===== src/sv/sgv_pkg.sv =====
// Shared constants, status codes and the arctangent table of the sphere grid vertex generator.
`timescale 1ns / 1ps
package sgv_pkg;

    localparam int COUNT_BITS_DEF    = 10;
    localparam int CORDIC_STAGES_DEF = 16;

    // Quotient width of the grid step divider; the angle span fits in it.
    localparam int QUO_W     = 17;
    localparam int CFG_W     = 17;
    localparam int CFG_IDX_W = 3;
    // Grid angle in 1/256 degree, start plus step.
    localparam int ANG_W     = 18;
    // CORDIC datapath: x and y in Q2.30, z in degrees Q.16.
    localparam int XY_W      = 32;
    localparam int Z_W       = 30;
    localparam int POS_W     = 17;

    localparam logic [CFG_IDX_W-1:0] REG_RADIUS     = 3'd0;
    localparam logic [CFG_IDX_W-1:0] REG_LON_START  = 3'd1;
    localparam logic [CFG_IDX_W-1:0] REG_LON_END    = 3'd2;
    localparam logic [CFG_IDX_W-1:0] REG_LAT_START  = 3'd3;
    localparam logic [CFG_IDX_W-1:0] REG_LAT_END    = 3'd4;
    localparam logic [CFG_IDX_W-1:0] REG_LON_COUNT  = 3'd5;
    localparam logic [CFG_IDX_W-1:0] REG_LAT_COUNT  = 3'd6;
    localparam logic [CFG_IDX_W-1:0] REG_ORDER_MODE = 3'd7;

    localparam logic [1:0] ST_OK    = 2'd0;
    localparam logic [1:0] ST_RANGE = 2'd1;
    localparam logic [1:0] ST_EMPTY = 2'd2;

    localparam logic [16:0] LAT_MAX = 17'd46080;
    localparam logic [16:0] LON_MAX = 17'd92160;

    // Half, quarter and full turn in 1/256 degree.
    localparam int ANG_HALF    = 46080;
    localparam int ANG_QUARTER = 23040;
    localparam int ANG_FULL    = 92160;

    localparam logic signed [XY_W-1:0] CORDIC_K = 32'sd652032875;
    localparam logic signed [POS_W-1:0] POS_LIMIT = 17'sd65535;

    // round(atan(2^-i) in degrees * 2^16)
    function automatic logic signed [Z_W-1:0] atan_q16(input int idx);
        logic signed [Z_W-1:0] v;
        case (idx)
            0:  v = 30'sd2949120;
            1:  v = 30'sd1740967;
            2:  v = 30'sd919879;
            3:  v = 30'sd466945;
            4:  v = 30'sd234379;
            5:  v = 30'sd117304;
            6:  v = 30'sd58666;
            7:  v = 30'sd29335;
            8:  v = 30'sd14668;
            9:  v = 30'sd7334;
            10: v = 30'sd3667;
            11: v = 30'sd1833;
            12: v = 30'sd917;
            13: v = 30'sd458;
            14: v = 30'sd229;
            15: v = 30'sd115;
            16: v = 30'sd57;
            17: v = 30'sd29;
            18: v = 30'sd14;
            19: v = 30'sd7;
            20: v = 30'sd4;
            21: v = 30'sd2;
            22: v = 30'sd1;
            default: v = 30'sd0;
        endcase
        return v;
    endfunction

endpackage


===== src/sv/sgv_div.sv =====
// Pipelined restoring divider giving one quotient bit per stage.
`timescale 1ns / 1ps
module sgv_div #(
    parameter int CB     = sgv_pkg::COUNT_BITS_DEF,
    parameter int SIDE_W = 2
) (
    input  logic                              i_clk,
    input  logic                              i_rst_n,
    input  logic                              i_valid,
    input  logic [CB+sgv_pkg::QUO_W-1:0]      i_num,
    input  logic [CB-1:0]                     i_den,
    input  logic [SIDE_W-1:0]                 i_side,
    output logic                              o_valid,
    output logic [sgv_pkg::QUO_W-1:0]         o_quo,
    output logic [SIDE_W-1:0]                 o_side
);
    import sgv_pkg::*;

    localparam int NW = CB + QUO_W;

    logic [CB-1:0]     w_rem  [0:QUO_W];
    logic [QUO_W-1:0]  w_low  [0:QUO_W];
    logic [QUO_W-1:0]  w_q    [0:QUO_W];
    logic              w_v    [0:QUO_W];
    logic [SIDE_W-1:0] w_side [0:QUO_W];

    // The upper part of the numerator is below the divisor for any item in the grid.
    assign w_rem[0]  = i_num[NW-1:QUO_W];
    assign w_low[0]  = i_num[QUO_W-1:0];
    assign w_q[0]    = '0;
    assign w_v[0]    = i_valid;
    assign w_side[0] = i_side;

    for (genvar k = 0; k < QUO_W; k++) begin : g_step
        logic [CB:0]       w_t;
        logic [CB:0]       w_sub;
        logic              w_ge;
        logic [CB-1:0]     r_rem;
        logic [QUO_W-1:0]  r_low;
        logic [QUO_W-1:0]  r_q;
        logic              r_v;
        logic [SIDE_W-1:0] r_side;

        assign w_t   = {w_rem[k], w_low[k][QUO_W-1]};
        assign w_ge  = (w_t >= {1'b0, i_den});
        assign w_sub = w_t - {1'b0, i_den};

        always_ff @(posedge i_clk) begin
            if (!i_rst_n) begin
                r_v <= 1'b0;
            end else begin
                r_v <= w_v[k];
            end
        end

        always_ff @(posedge i_clk) begin
            r_rem  <= w_ge ? w_sub[CB-1:0] : w_t[CB-1:0];
            r_low  <= {w_low[k][QUO_W-2:0], 1'b0};
            r_q    <= {w_q[k][QUO_W-2:0], w_ge};
            r_side <= w_side[k];
        end

        assign w_rem[k+1]  = r_rem;
        assign w_low[k+1]  = r_low;
        assign w_q[k+1]    = r_q;
        assign w_v[k+1]    = r_v;
        assign w_side[k+1] = r_side;
    end

    assign o_valid = w_v[QUO_W];
    assign o_quo   = w_q[QUO_W];
    assign o_side  = w_side[QUO_W];

endmodule


===== config.mk =====
export PLATFORM = sky130hd
export DESIGN_NAME = sgv_div
export DESIGN_NICKNAME = d
export VERILOG_FILES = /design/src/sv/sgv_pkg.sv /design/src/sv/sgv_div.sv
export SDC_FILE = /design/constraint.sdc
export NUM_CORES = 1
export LEC_CHECK = 0
export BUFFER_PORTS_ARGS = -buffer_cell sky130_fd_sc_hd__buf_2
export CORE_ASPECT_RATIO = 1.1
export CORE_MARGIN = 5
export CORE_UTILIZATION = 50
export DETAILED_ROUTE_END_ITERATION = 6
export PLACE_DENSITY_LB_ADDON = 0.12
export SETUP_SLACK_MARGIN = 0.15
export SYNTH_ARGS = -nofsm -noshare
export SYNTH_HDL_FRONTEND = slang
export SYNTH_SLANG_ARGS = --single-unit

===== constraint.sdc =====
create_clock -name i_clk -period 3.1 [get_ports i_clk]
set_input_delay 0.155 -clock i_clk [delete_from_list [all_inputs] [get_ports i_clk]]
set_output_delay 0.155 -clock i_clk [all_outputs]
set_load 0.02 [all_outputs]

==> reports/metrics.yaml <==
status: "finished clean"
fin_crit_ps: 2598
place_inst: 2302
rr_worst_depth: 8
cts_resized: 0
hpwl_um: 25260
maxSlewHeadroom_pct: 52.64
p_leak_nw: 9.593
synth_commonest_cells: "dfxtp_1 (500), ha_1 (170), a21oi_1 (150), nor2_1 (121), nand2_1 (120)"
rows: 74
synth_most_common_cell: "dfxtp_1"
holdPathStages: 3
cts-hold-fix-buffers: 31
grt_pass1_wl_um: 59660
synthTopCellsByArea: "dfxtp_1 (54%), ha_1 (11%), a21oi_1 (4.0%), o21ai_0 (3.1%), xnor2_1 (2.9%)"
cts_tree: "built"
worstHoldStart: "i_num[26]"
powerDensity_nw_per_um2: 1186
totalNegativeSetupSlack_ps: 0
yosysSeqAreaShare_pct: 53.71
grt_max_degree: 19
start_util_pct: 50.32
final.period_utilization_pct: 83.80
cts_setup_buffers: 0
final_nets: 2120
io_buffers: 61
diodes: 0
drive_gt1_share_pct: 12.69
grt_pass1_vias: 12380
async_reset_ff_share_pct: 0
drt_iter0_drc: 613
synth_edf_count: 0
synth_cell_types: 48
instances_no_fill: 2424
cts_inserted_buffers: 51
globalplace.congestion: 0.8824
syn_area_per_cell_um2: 10.71
max_cap_viol_count: 0
r2r-start: "g_step[1].r_rem[0]"
overflow: 0
cts.clk_slew.worst_paths_ps: 60
timing.hold.ws_ps: 160.4
via_per_inst: 5.109
end_kind: "flop"
grt_usage_pct: 17.43
dieHeight_um: 212.5
drt_pass1_iterations: 6
slew_violations: 0
arrival_ps: 3060
fmax_mhz: 385.0
ys_warn_count: 0
synth_cells: 1741
die_w_um: 194.1
critPathLaunchType: "flop"
min_to: "g_step[0].r_rem[7]"
ant_nets: 0
drc_errors: 0
synth-seq-cells: 500
synth_largest_area_cell: "dfxtp_1"
hold_viol: 0
vdd_drop_max_mv: 0.6012
ys.flop_type: "dfxtp_1"
num_vias: 12390
routedWlPerCell_um: 14.80
drt_wl_total_um: 35870
htree_levels: 2
startpoint: "g_step[1].r_rem[0]"
skew_ps: 20.86
clkSinkCount: 500
rsz0062_at_grt: "false"
worst_ep_required_time_ps: 3560
ios: 62
reg2reg_slack_ps: 500
synth_area_um2: 18640
hold_class: "in2reg"
synth_fp_nets: 1969
setup_viol: 0
clk_root_buffer_cell: "clkbuf_16"
path_max_fanout: 11
criticalPathCategory: "reg2reg"
clock_path_buffers: 3
antenna_found_initial: 0
clk_latency_ps: 570
fp.coreArea_um2: 37040
synth_top_area_share_pct: 53.71
worst_pin_slew_ps: 692.5
area_growth_pct: 17.58
r2r_end: "g_step[2].r_rem[5]"
die_area_um2: 41240
[power breakdown]
part,total (mW),internal [mW],switching [mW]
Combinational,9.93,4.61,5.32
Clock,6.52,4.08,2.44
Sequential,9.54,8.60,0.936
[how the worst max path moves through the flow]
stage | slack (ps) | endpoint
after global placement | 260 | g_step[6].r_rem[5]
after detailed placement | 240 | g_step[8].r_rem[8]
after CTS | 500 | g_step[2].r_rem[5]
after floorplan | 170 | g_step[2].r_rem[1]
final | 500 | g_step[2].r_rem[5]
after global routing | 390 | g_step[2].r_rem[4]
[layer usage]
| metal | up-vias | track usage, % | wire length (um) |
|---|---|---|---|
| met2 | 231 | 29.97 | 17050 |
| met5 | - | 0 | 0 |
| met4 | 0 | 6.547 | 1178 |
| met1 | 5660 | 22.22 | 16130 |
| met3 | 85 | 2.948 | 1506 |
| li1 | 6409 | - | - |
[logic make-up after synthesis]
group	share of synthesized area, %
XOR/XNOR	4.793
AO/OA/AOI/OAI	13.25
buffers and inverters	1.799
adder cells (fa/ha/maj)	13.13
AND/OR/NAND/NOR	9.761
multiplexers	3.565
flip-flops	53.71
[flip-flops by register name, indices dropped and copies added (netlist names)]
name           count
g_step.r_low     136
o_quo             17
g_step.r_rem     160
g_step.r_side     32
o_valid            1
g_step.r_q       136
g_step.r_v        16
o_side             2
[cells in the final DEF (no fill, tap or decap), types with 12 or more instances in the layout]
cell	n
dfxtp_1	500
inv_1	62
nand2b_1	19
fa_1	16
nand4_1	16
a31oi_1	21
a21oi_1	150
o211ai_1	12
nor3_1	23
nand2_1	120
mux2_2	43
a21o_1	32
a211o_1	14
and2_1	24
xor2_1	41
o21ai_0	114
nor2_1	121
clkbuf_16	52
nand3_1	25
a211oi_1	18
xnor2_1	61
buf_2	61
buf_4	26
ha_1	169
dlygate4sd3_1	31
nor2b_1	17
[layout make-up]
class / instances / area [um2]
Timing Repair Buffer: 122 / 890.9
Clock buffer: 64 / 1416
Inverter: 63 / 240.2
Sequential cell: 500 / 10010
Clock inverter: 27 / 434.2
Tap cell: 494 / 618.1
Fill cell: 3099 / 15120
Multi-Input combinational cell: 1154 / 8305
[per-stage QoR]
step / instance area (um2) / util (%) / setup slack, ps / power [mW]
6_report: 21910 / 59.17 / 502.3 / 25.99
5_1_grt: 21910 / 59.17 / 393.6 / 28.00
4_1_cts: 21910 / 59.17 / 503.5 / 26.22
3_5_place_dp: 19750 / 53.34 / 241.0 / 19.53
3_3_place_gp: 19750 / 53.34 / 261.3 / 19.34
2_1_floorplan: 18650 / - / 171.9 / 17.18
[critical path, stage by stage (launching register included)]
cell and delay, ps:
dfxtp_1 410, ha_4 230, nor2b_1 130, o31a_1 280, o21a_1 240, a41oi_1 170, o21ai_1 100, a211o_1 540
mux2_4 380
Note: power is estimated with default switching activity, not from simulation.
