--- config.mk ---
export PLATFORM = sky130hd
export DESIGN_NAME = sgv_cordic
export DESIGN_NICKNAME = d
export VERILOG_FILES = /design/src/sv/sgv_pkg.sv /design/src/sv/sgv_cordic.sv
export SDC_FILE = /design/constraint.sdc
export NUM_CORES = 2
export LEC_CHECK = 0
export BUFFER_PORTS_ARGS = -buffer_cell sky130_fd_sc_hd__clkbuf_2
export CORE_MARGIN = 2
export CORE_UTILIZATION = 60
export DETAILED_ROUTE_END_ITERATION = 16
export PLACE_DENSITY = 0.76
export SYNTH_ARGS = -nofsm -noshare
export SYNTH_HDL_FRONTEND = slang
export SYNTH_SLANG_ARGS = --single-unit
export TNS_END_PERCENT = 20
--- constraint.sdc ---
create_clock -name i_clk -period 14.05 [get_ports i_clk]
set_clock_uncertainty 0.2 [all_clocks]
set_input_delay 0.7025 -clock i_clk [delete_from_list [all_inputs] [get_ports i_clk]]
set_output_delay 0.7025 -clock i_clk [all_outputs]
set_load 0.02 [all_outputs]
--- src/sv/sgv_pkg.sv ---
// Shared constants, status codes and the arctangent table of the sphere grid vertex generator.
`timescale 1ns / 1ps
package sgv_pkg;

    localparam int COUNT_BITS_DEF    = 10;
    localparam int CORDIC_STAGES_DEF = 16;

    // Quotient width of the grid step divider; the angle span fits in it.
    localparam int QUO_W     = 17;
    localparam int CFG_W     = 17;
    localparam int CFG_IDX_W = 3;
    // Grid angle in 1/256 degree, start plus step.
    localparam int ANG_W     = 18;
    // CORDIC datapath: x and y in Q2.30, z in degrees Q.16.
    localparam int XY_W      = 32;
    localparam int Z_W       = 30;
    localparam int POS_W     = 17;

    localparam logic [CFG_IDX_W-1:0] REG_RADIUS     = 3'd0;
    localparam logic [CFG_IDX_W-1:0] REG_LON_START  = 3'd1;
    localparam logic [CFG_IDX_W-1:0] REG_LON_END    = 3'd2;
    localparam logic [CFG_IDX_W-1:0] REG_LAT_START  = 3'd3;
    localparam logic [CFG_IDX_W-1:0] REG_LAT_END    = 3'd4;
    localparam logic [CFG_IDX_W-1:0] REG_LON_COUNT  = 3'd5;
    localparam logic [CFG_IDX_W-1:0] REG_LAT_COUNT  = 3'd6;
    localparam logic [CFG_IDX_W-1:0] REG_ORDER_MODE = 3'd7;

    localparam logic [1:0] ST_OK    = 2'd0;
    localparam logic [1:0] ST_RANGE = 2'd1;
    localparam logic [1:0] ST_EMPTY = 2'd2;

    localparam logic [16:0] LAT_MAX = 17'd46080;
    localparam logic [16:0] LON_MAX = 17'd92160;

    // Half, quarter and full turn in 1/256 degree.
    localparam int ANG_HALF    = 46080;
    localparam int ANG_QUARTER = 23040;
    localparam int ANG_FULL    = 92160;

    localparam logic signed [XY_W-1:0] CORDIC_K = 32'sd652032875;
    localparam logic signed [POS_W-1:0] POS_LIMIT = 17'sd65535;

    // round(atan(2^-i) in degrees * 2^16)
    function automatic logic signed [Z_W-1:0] atan_q16(input int idx);
        logic signed [Z_W-1:0] v;
        case (idx)
            0:  v = 30'sd2949120;
            1:  v = 30'sd1740967;
            2:  v = 30'sd919879;
            3:  v = 30'sd466945;
            4:  v = 30'sd234379;
            5:  v = 30'sd117304;
            6:  v = 30'sd58666;
            7:  v = 30'sd29335;
            8:  v = 30'sd14668;
            9:  v = 30'sd7334;
            10: v = 30'sd3667;
            11: v = 30'sd1833;
            12: v = 30'sd917;
            13: v = 30'sd458;
            14: v = 30'sd229;
            15: v = 30'sd115;
            16: v = 30'sd57;
            17: v = 30'sd29;
            18: v = 30'sd14;
            19: v = 30'sd7;
            20: v = 30'sd4;
            21: v = 30'sd2;
            22: v = 30'sd1;
            default: v = 30'sd0;
        endcase
        return v;
    endfunction

endpackage

--- src/sv/sgv_cordic.sv ---
// Pipelined rotation CORDIC giving cosine and sine of a grid angle.
`timescale 1ns / 1ps
module sgv_cordic #(
    parameter int STAGES = sgv_pkg::CORDIC_STAGES_DEF,
    parameter int SIDE_W = 2
) (
    input  logic                               i_clk,
    input  logic                               i_rst_n,
    input  logic                               i_valid,
    input  logic [sgv_pkg::ANG_W-1:0]          i_ang,
    input  logic [SIDE_W-1:0]                  i_side,
    output logic                               o_valid,
    output logic signed [sgv_pkg::XY_W-1:0]    o_cos,
    output logic signed [sgv_pkg::XY_W-1:0]    o_sin,
    output logic [SIDE_W-1:0]                  o_side
);
    import sgv_pkg::*;

    localparam int AW = ANG_W + 2;
    localparam logic signed [AW-1:0] S_HALF    = AW'(ANG_HALF);
    localparam logic signed [AW-1:0] S_QUARTER = AW'(ANG_QUARTER);
    localparam logic signed [AW-1:0] S_FULL    = AW'(ANG_FULL);

    logic signed [XY_W-1:0] r_x    [0:STAGES];
    logic signed [XY_W-1:0] r_y    [0:STAGES];
    logic signed [Z_W-1:0]  r_z    [0:STAGES];
    logic                   r_neg  [0:STAGES];
    logic                   r_v    [0:STAGES];
    logic [SIDE_W-1:0]      r_side [0:STAGES];

    logic signed [AW-1:0] w_s0;
    logic signed [AW-1:0] w_s1;
    logic                 w_neg;

    // Fold the angle into [-90, 90] degrees; a half-turn fold negates both outputs.
    always_comb begin
        w_s0 = $signed({2'b00, i_ang});
        if (w_s0 >= S_HALF) begin
            w_s0 = w_s0 - S_FULL;
        end
        w_s1  = w_s0;
        w_neg = 1'b0;
        if (w_s0 > S_QUARTER) begin
            w_s1  = w_s0 - S_HALF;
            w_neg = 1'b1;
        end else if (w_s0 < -S_QUARTER) begin
            w_s1  = w_s0 + S_HALF;
            w_neg = 1'b1;
        end
    end

    always_ff @(posedge i_clk) begin
        if (!i_rst_n) begin
            r_v[0] <= 1'b0;
        end else begin
            r_v[0] <= i_valid;
        end
    end

    always_ff @(posedge i_clk) begin
        r_x[0]    <= CORDIC_K;
        r_y[0]    <= '0;
        r_z[0]    <= $signed({{(Z_W-AW-8){w_s1[AW-1]}}, w_s1, 8'b0});
        r_neg[0]  <= w_neg;
        r_side[0] <= i_side;
    end

    for (genvar i = 0; i < STAGES; i++) begin : g_iter
        logic signed [XY_W-1:0] w_dx;
        logic signed [XY_W-1:0] w_dy;

        assign w_dx = r_y[i] >>> i;
        assign w_dy = r_x[i] >>> i;

        always_ff @(posedge i_clk) begin
            if (!i_rst_n) begin
                r_v[i+1] <= 1'b0;
            end else begin
                r_v[i+1] <= r_v[i];
            end
        end

        // A zero residual rotates in the positive direction.
        always_ff @(posedge i_clk) begin
            if (r_z[i] >= 0) begin
                r_x[i+1] <= r_x[i] - w_dx;
                r_y[i+1] <= r_y[i] + w_dy;
                r_z[i+1] <= r_z[i] - atan_q16(i);
            end else begin
                r_x[i+1] <= r_x[i] + w_dx;
                r_y[i+1] <= r_y[i] - w_dy;
                r_z[i+1] <= r_z[i] + atan_q16(i);
            end
            r_neg[i+1]  <= r_neg[i];
            r_side[i+1] <= r_side[i];
        end
    end

    always_ff @(posedge i_clk) begin
        if (!i_rst_n) begin
            o_valid <= 1'b0;
        end else begin
            o_valid <= r_v[STAGES];
        end
    end

    always_ff @(posedge i_clk) begin
        o_cos  <= r_neg[STAGES] ? -r_x[STAGES] : r_x[STAGES];
        o_sin  <= r_neg[STAGES] ? -r_y[STAGES] : r_y[STAGES];
        o_side <= r_side[STAGES];
    end

endmodule

==> run summary <==
* outcome: complete, no violations
* number of synthesized flops with an enable pin: 0
* transition time at the pin with the least slew margin: 1.20 ns
* total negative setup slack: 0 ns
* IO Port Bufs: 89
* number of maximum-capacitance constraint violations: 0
* clock latency reported for the late side of the worst-skew pair: 0.83 ns
* share of layout cells above drive strength 1: 4.56%
* number of standard-cell rows in the floorplan: 153
* highest fanout seen on the critical path: 42
* top-area cell type share of the netlist area: 28.6%
* number of global-route vias before repair: 86400
* area of the die: 0.179 mm2
* number of top-level design ports: 90
* leading cell types by count after synthesis: 1503 x sky130_fd_sc_hd__dfxtp_1, 1310 x sky130_fd_sc_hd__ha_1, 1121 x sky130_fd_sc_hd__xnor2_1
* Chip Height: 423 um
* clock sinks: 1503
* type of the worst min-delay path: in -> reg
* wire per inst: 18.5 um
* antenna violations before repair: 5
* pin count of the biggest net entering global routing: 66
* Placeable Area: 0.174 mm2
* total wirelength of the detailed-routed design: 274000 um
* Unique masters post-synth: 93
* Die W: 423 um
* register bit total from synthesis: 1503
* crit path kind: reg -> reg
* setup repair bufs after CTS: 0
* TritonRoute pass-1 iters: 6
* Post-DRT Antenna Nets: 0
* Yosys top cell by area: sky130_fd_sc_hd__dfxtp_1
* total track usage: 29.7%
* root buffer selected by CTS: sky130_fd_sc_hd__clkbuf_16
* maximum number of buffers from clock root to sink: 3
* TritonCTS Buffers: 164
* clock-pin slew reported for the worst setup and hold paths after clock tree synthesis: 0.07 ns
* DPL Wire Length: 219000 um
* crit path time final: 6.30 ns
* number of hold violations in the final report: 0
* kind of capture point of the worst setup path: register
* WP data required: 14.60 ns
* Fmax: 0.159 GHz
* sequential cell area fraction in the yosys report: 28.6%
* Iter 0 DRT Violations: 6461
* Placer Congestion: 0.939
* layout overhead on the synthesized area: 8.47%
* sum of overflow across all layers after global routing: 0
* final max-slew violation count: 0
* mean instance size in the synthesized netlist: 8.60 um2
* first-pass GRT wire length: 441000 um
* unrepaired setup endpoints after global routing: no
* DRC violation count after routing: 0
* most numerous cell in the Yosys netlist: sky130_fd_sc_hd__dfxtp_1
* final cycle utilization of the critical path: 44.8%
* average via count per standard cell: 6.07
* Final #Nets: 13700
* cells after synthesis: 12200
* Initial Utilization: 60.5%
* category of the worst setup path launch point: register
* number of setup violations in the final report: 0
* H-Tree Level Count: 4
* Arr. time, crit path: 6.85 ns
* Mapped Area: 0.105 mm2
* via count: 89900
* Yosys warning count: 0
* ranking of synthesized cells by area: sky130_fd_sc_hd__dfxtp_1 29%, sky130_fd_sc_hd__ha_1 16%, sky130_fd_sc_hd__xnor2_1 9.3%
* headroom to the max-slew limit: 20.2%
* most instantiated flip-flop cell in the synthesis netlist: sky130_fd_sc_hd__dfxtp_1
* share of synthesized flip-flops with an asynchronous set or reset: 0%
* clock tree from TritonCTS: yes
-- critical path, cell delays in order (launching register included) --
cell and delay, ns:
sky130_fd_sc_hd__dfxtp_1 0.31, sky130_fd_sc_hd__inv_1 0.10, sky130_fd_sc_hd__ha_1 0.15, sky130_fd_sc_hd__nor4b_1 0.31, sky130_fd_sc_hd__nand4_1 0.16, sky130_fd_sc_hd__nor2_1 0.19
sky130_fd_sc_hd__nor2_2 0.04, sky130_fd_sc_hd__buf_4 0.26, sky130_fd_sc_hd__inv_1 0.63, sky130_fd_sc_hd__buf_4 0.45, sky130_fd_sc_hd__nor2_1 0.10, sky130_fd_sc_hd__xnor2_1 0.14
sky130_fd_sc_hd__ha_1 0.34, sky130_fd_sc_hd__nor2b_1 0.16, sky130_fd_sc_hd__o31a_1 0.29, sky130_fd_sc_hd__o311ai_0 0.64, sky130_fd_sc_hd__a211oi_1 0.24, sky130_fd_sc_hd__o2111ai_1 0.29
sky130_fd_sc_hd__a31oi_1 0.20, sky130_fd_sc_hd__a221o_1 0.41, sky130_fd_sc_hd__a211o_1 0.28, sky130_fd_sc_hd__a21oi_1 0.18, sky130_fd_sc_hd__xnor2_1 0.14
-- area by class of cell --
type	count	area (um2)
Sequential cell	1503	30100
Timing Repair Buffer	137	838
Multi-Input combinational cell	10100	72700
Fill cell	14500	59900
Antenna cell	1	2.50
Tap cell	2325	2910
Clock buffer	210	4590
Inverter	483	1810
Clock inverter	89	1200
-- cell families (layout without fill, tap and decap cells) --
| family | Yosys count | count (layout) | share of synthesized area (%) |
|---|---|---|---|
| xor gates and xnor gates | 1722 | 1722 | 14.3 |
| and+or+nand+nor | 3297 | 3297 | 15.5 |
| adders and majority gates | 1349 | 1349 | 16.3 |
| muxes | 56 | 56 | 0.561 |
| AOI/OAI and AO/OA | 3634 | 3634 | 22.3 |
| other | 2 | 9 | 0.00714 |
| buffers and inverters | 665 | 919 | 2.39 |
| DFF | 1503 | 1503 | 28.6 |
-- placed cells by master, fill, tap and decap left out, types with 177 or more instances in the layout --
master,instances
sky130_fd_sc_hd__ha_1,1310
sky130_fd_sc_hd__or3_1,177
sky130_fd_sc_hd__o31ai_1,219
sky130_fd_sc_hd__dfxtp_1,1497
sky130_fd_sc_hd__o21a_1,220
sky130_fd_sc_hd__a21oi_1,969
sky130_fd_sc_hd__inv_1,480
sky130_fd_sc_hd__nand2_1,758
sky130_fd_sc_hd__nand3_1,213
sky130_fd_sc_hd__o21ai_0,789
sky130_fd_sc_hd__xnor2_1,1121
sky130_fd_sc_hd__a21o_1,483
sky130_fd_sc_hd__xor2_1,600
sky130_fd_sc_hd__nor3_1,287
sky130_fd_sc_hd__nor2_1,829
sky130_fd_sc_hd__nand2b_1,230
-- through the flow --
step / cell area [um2] / instances / utilization [%] / worst slack (ns) / hold slack (ns)
after detailed placement: 108000 / 14500 / 62.2 / 7.92 / 0.112
after floorplan: 105000 / 12200 / - / 8.66 / 0.110
final: 114000 / 14800 / 65.6 / 7.75 / 0.0789
after CTS: 114000 / 14800 / 65.6 / 7.77 / 0.0436
after global routing: 114000 / 14800 / 65.6 / 7.26 / 0.0917
after global placement: 108000 / 14500 / 62.2 / 7.84 / 0.110
-- worst paths after layout --
path                      from  cells past startpoint  slack (ns)            end
setup / recovery   r_z[11][29]                     22        7.75    r_x[12][30]
hold / removal         i_rst_n                      2        0.08         r_v[0]
setup reg to reg   r_z[11][29]                     22        7.75    r_x[12][30]
hold reg to reg   r_side[9][1]                      0        0.12  r_side[10][1]
-- flip-flops by register name, indices dropped and copies added (netlist names) --
name,count
r_x,472
r_neg,17
o_valid,1
r_z,415
r_v,17
r_side,34
o_cos,32
o_sin,32
o_side,2
r_y,481
-- routing by layer --
layer	vias to the layer above	wire, um	global-route usage, %
li1	44700	-	-
met1	42200	118000	36.1
met2	2441	134000	53.2
met3	579	13800	3.79
met4	0	9510	10.6
met5	-	0	0
-- what timing repair did --
action / CTS / global route
hold buffers: 13 / 0
endpoints found under the setup margin: 0 / 0
gates resized for setup: 0 / 0
hold endpoints to repair: 13 / 0
Power is left out: the tool's default activity adds up to more than one toggle a clock period on the data nets, which glitch-free logic cannot reach.
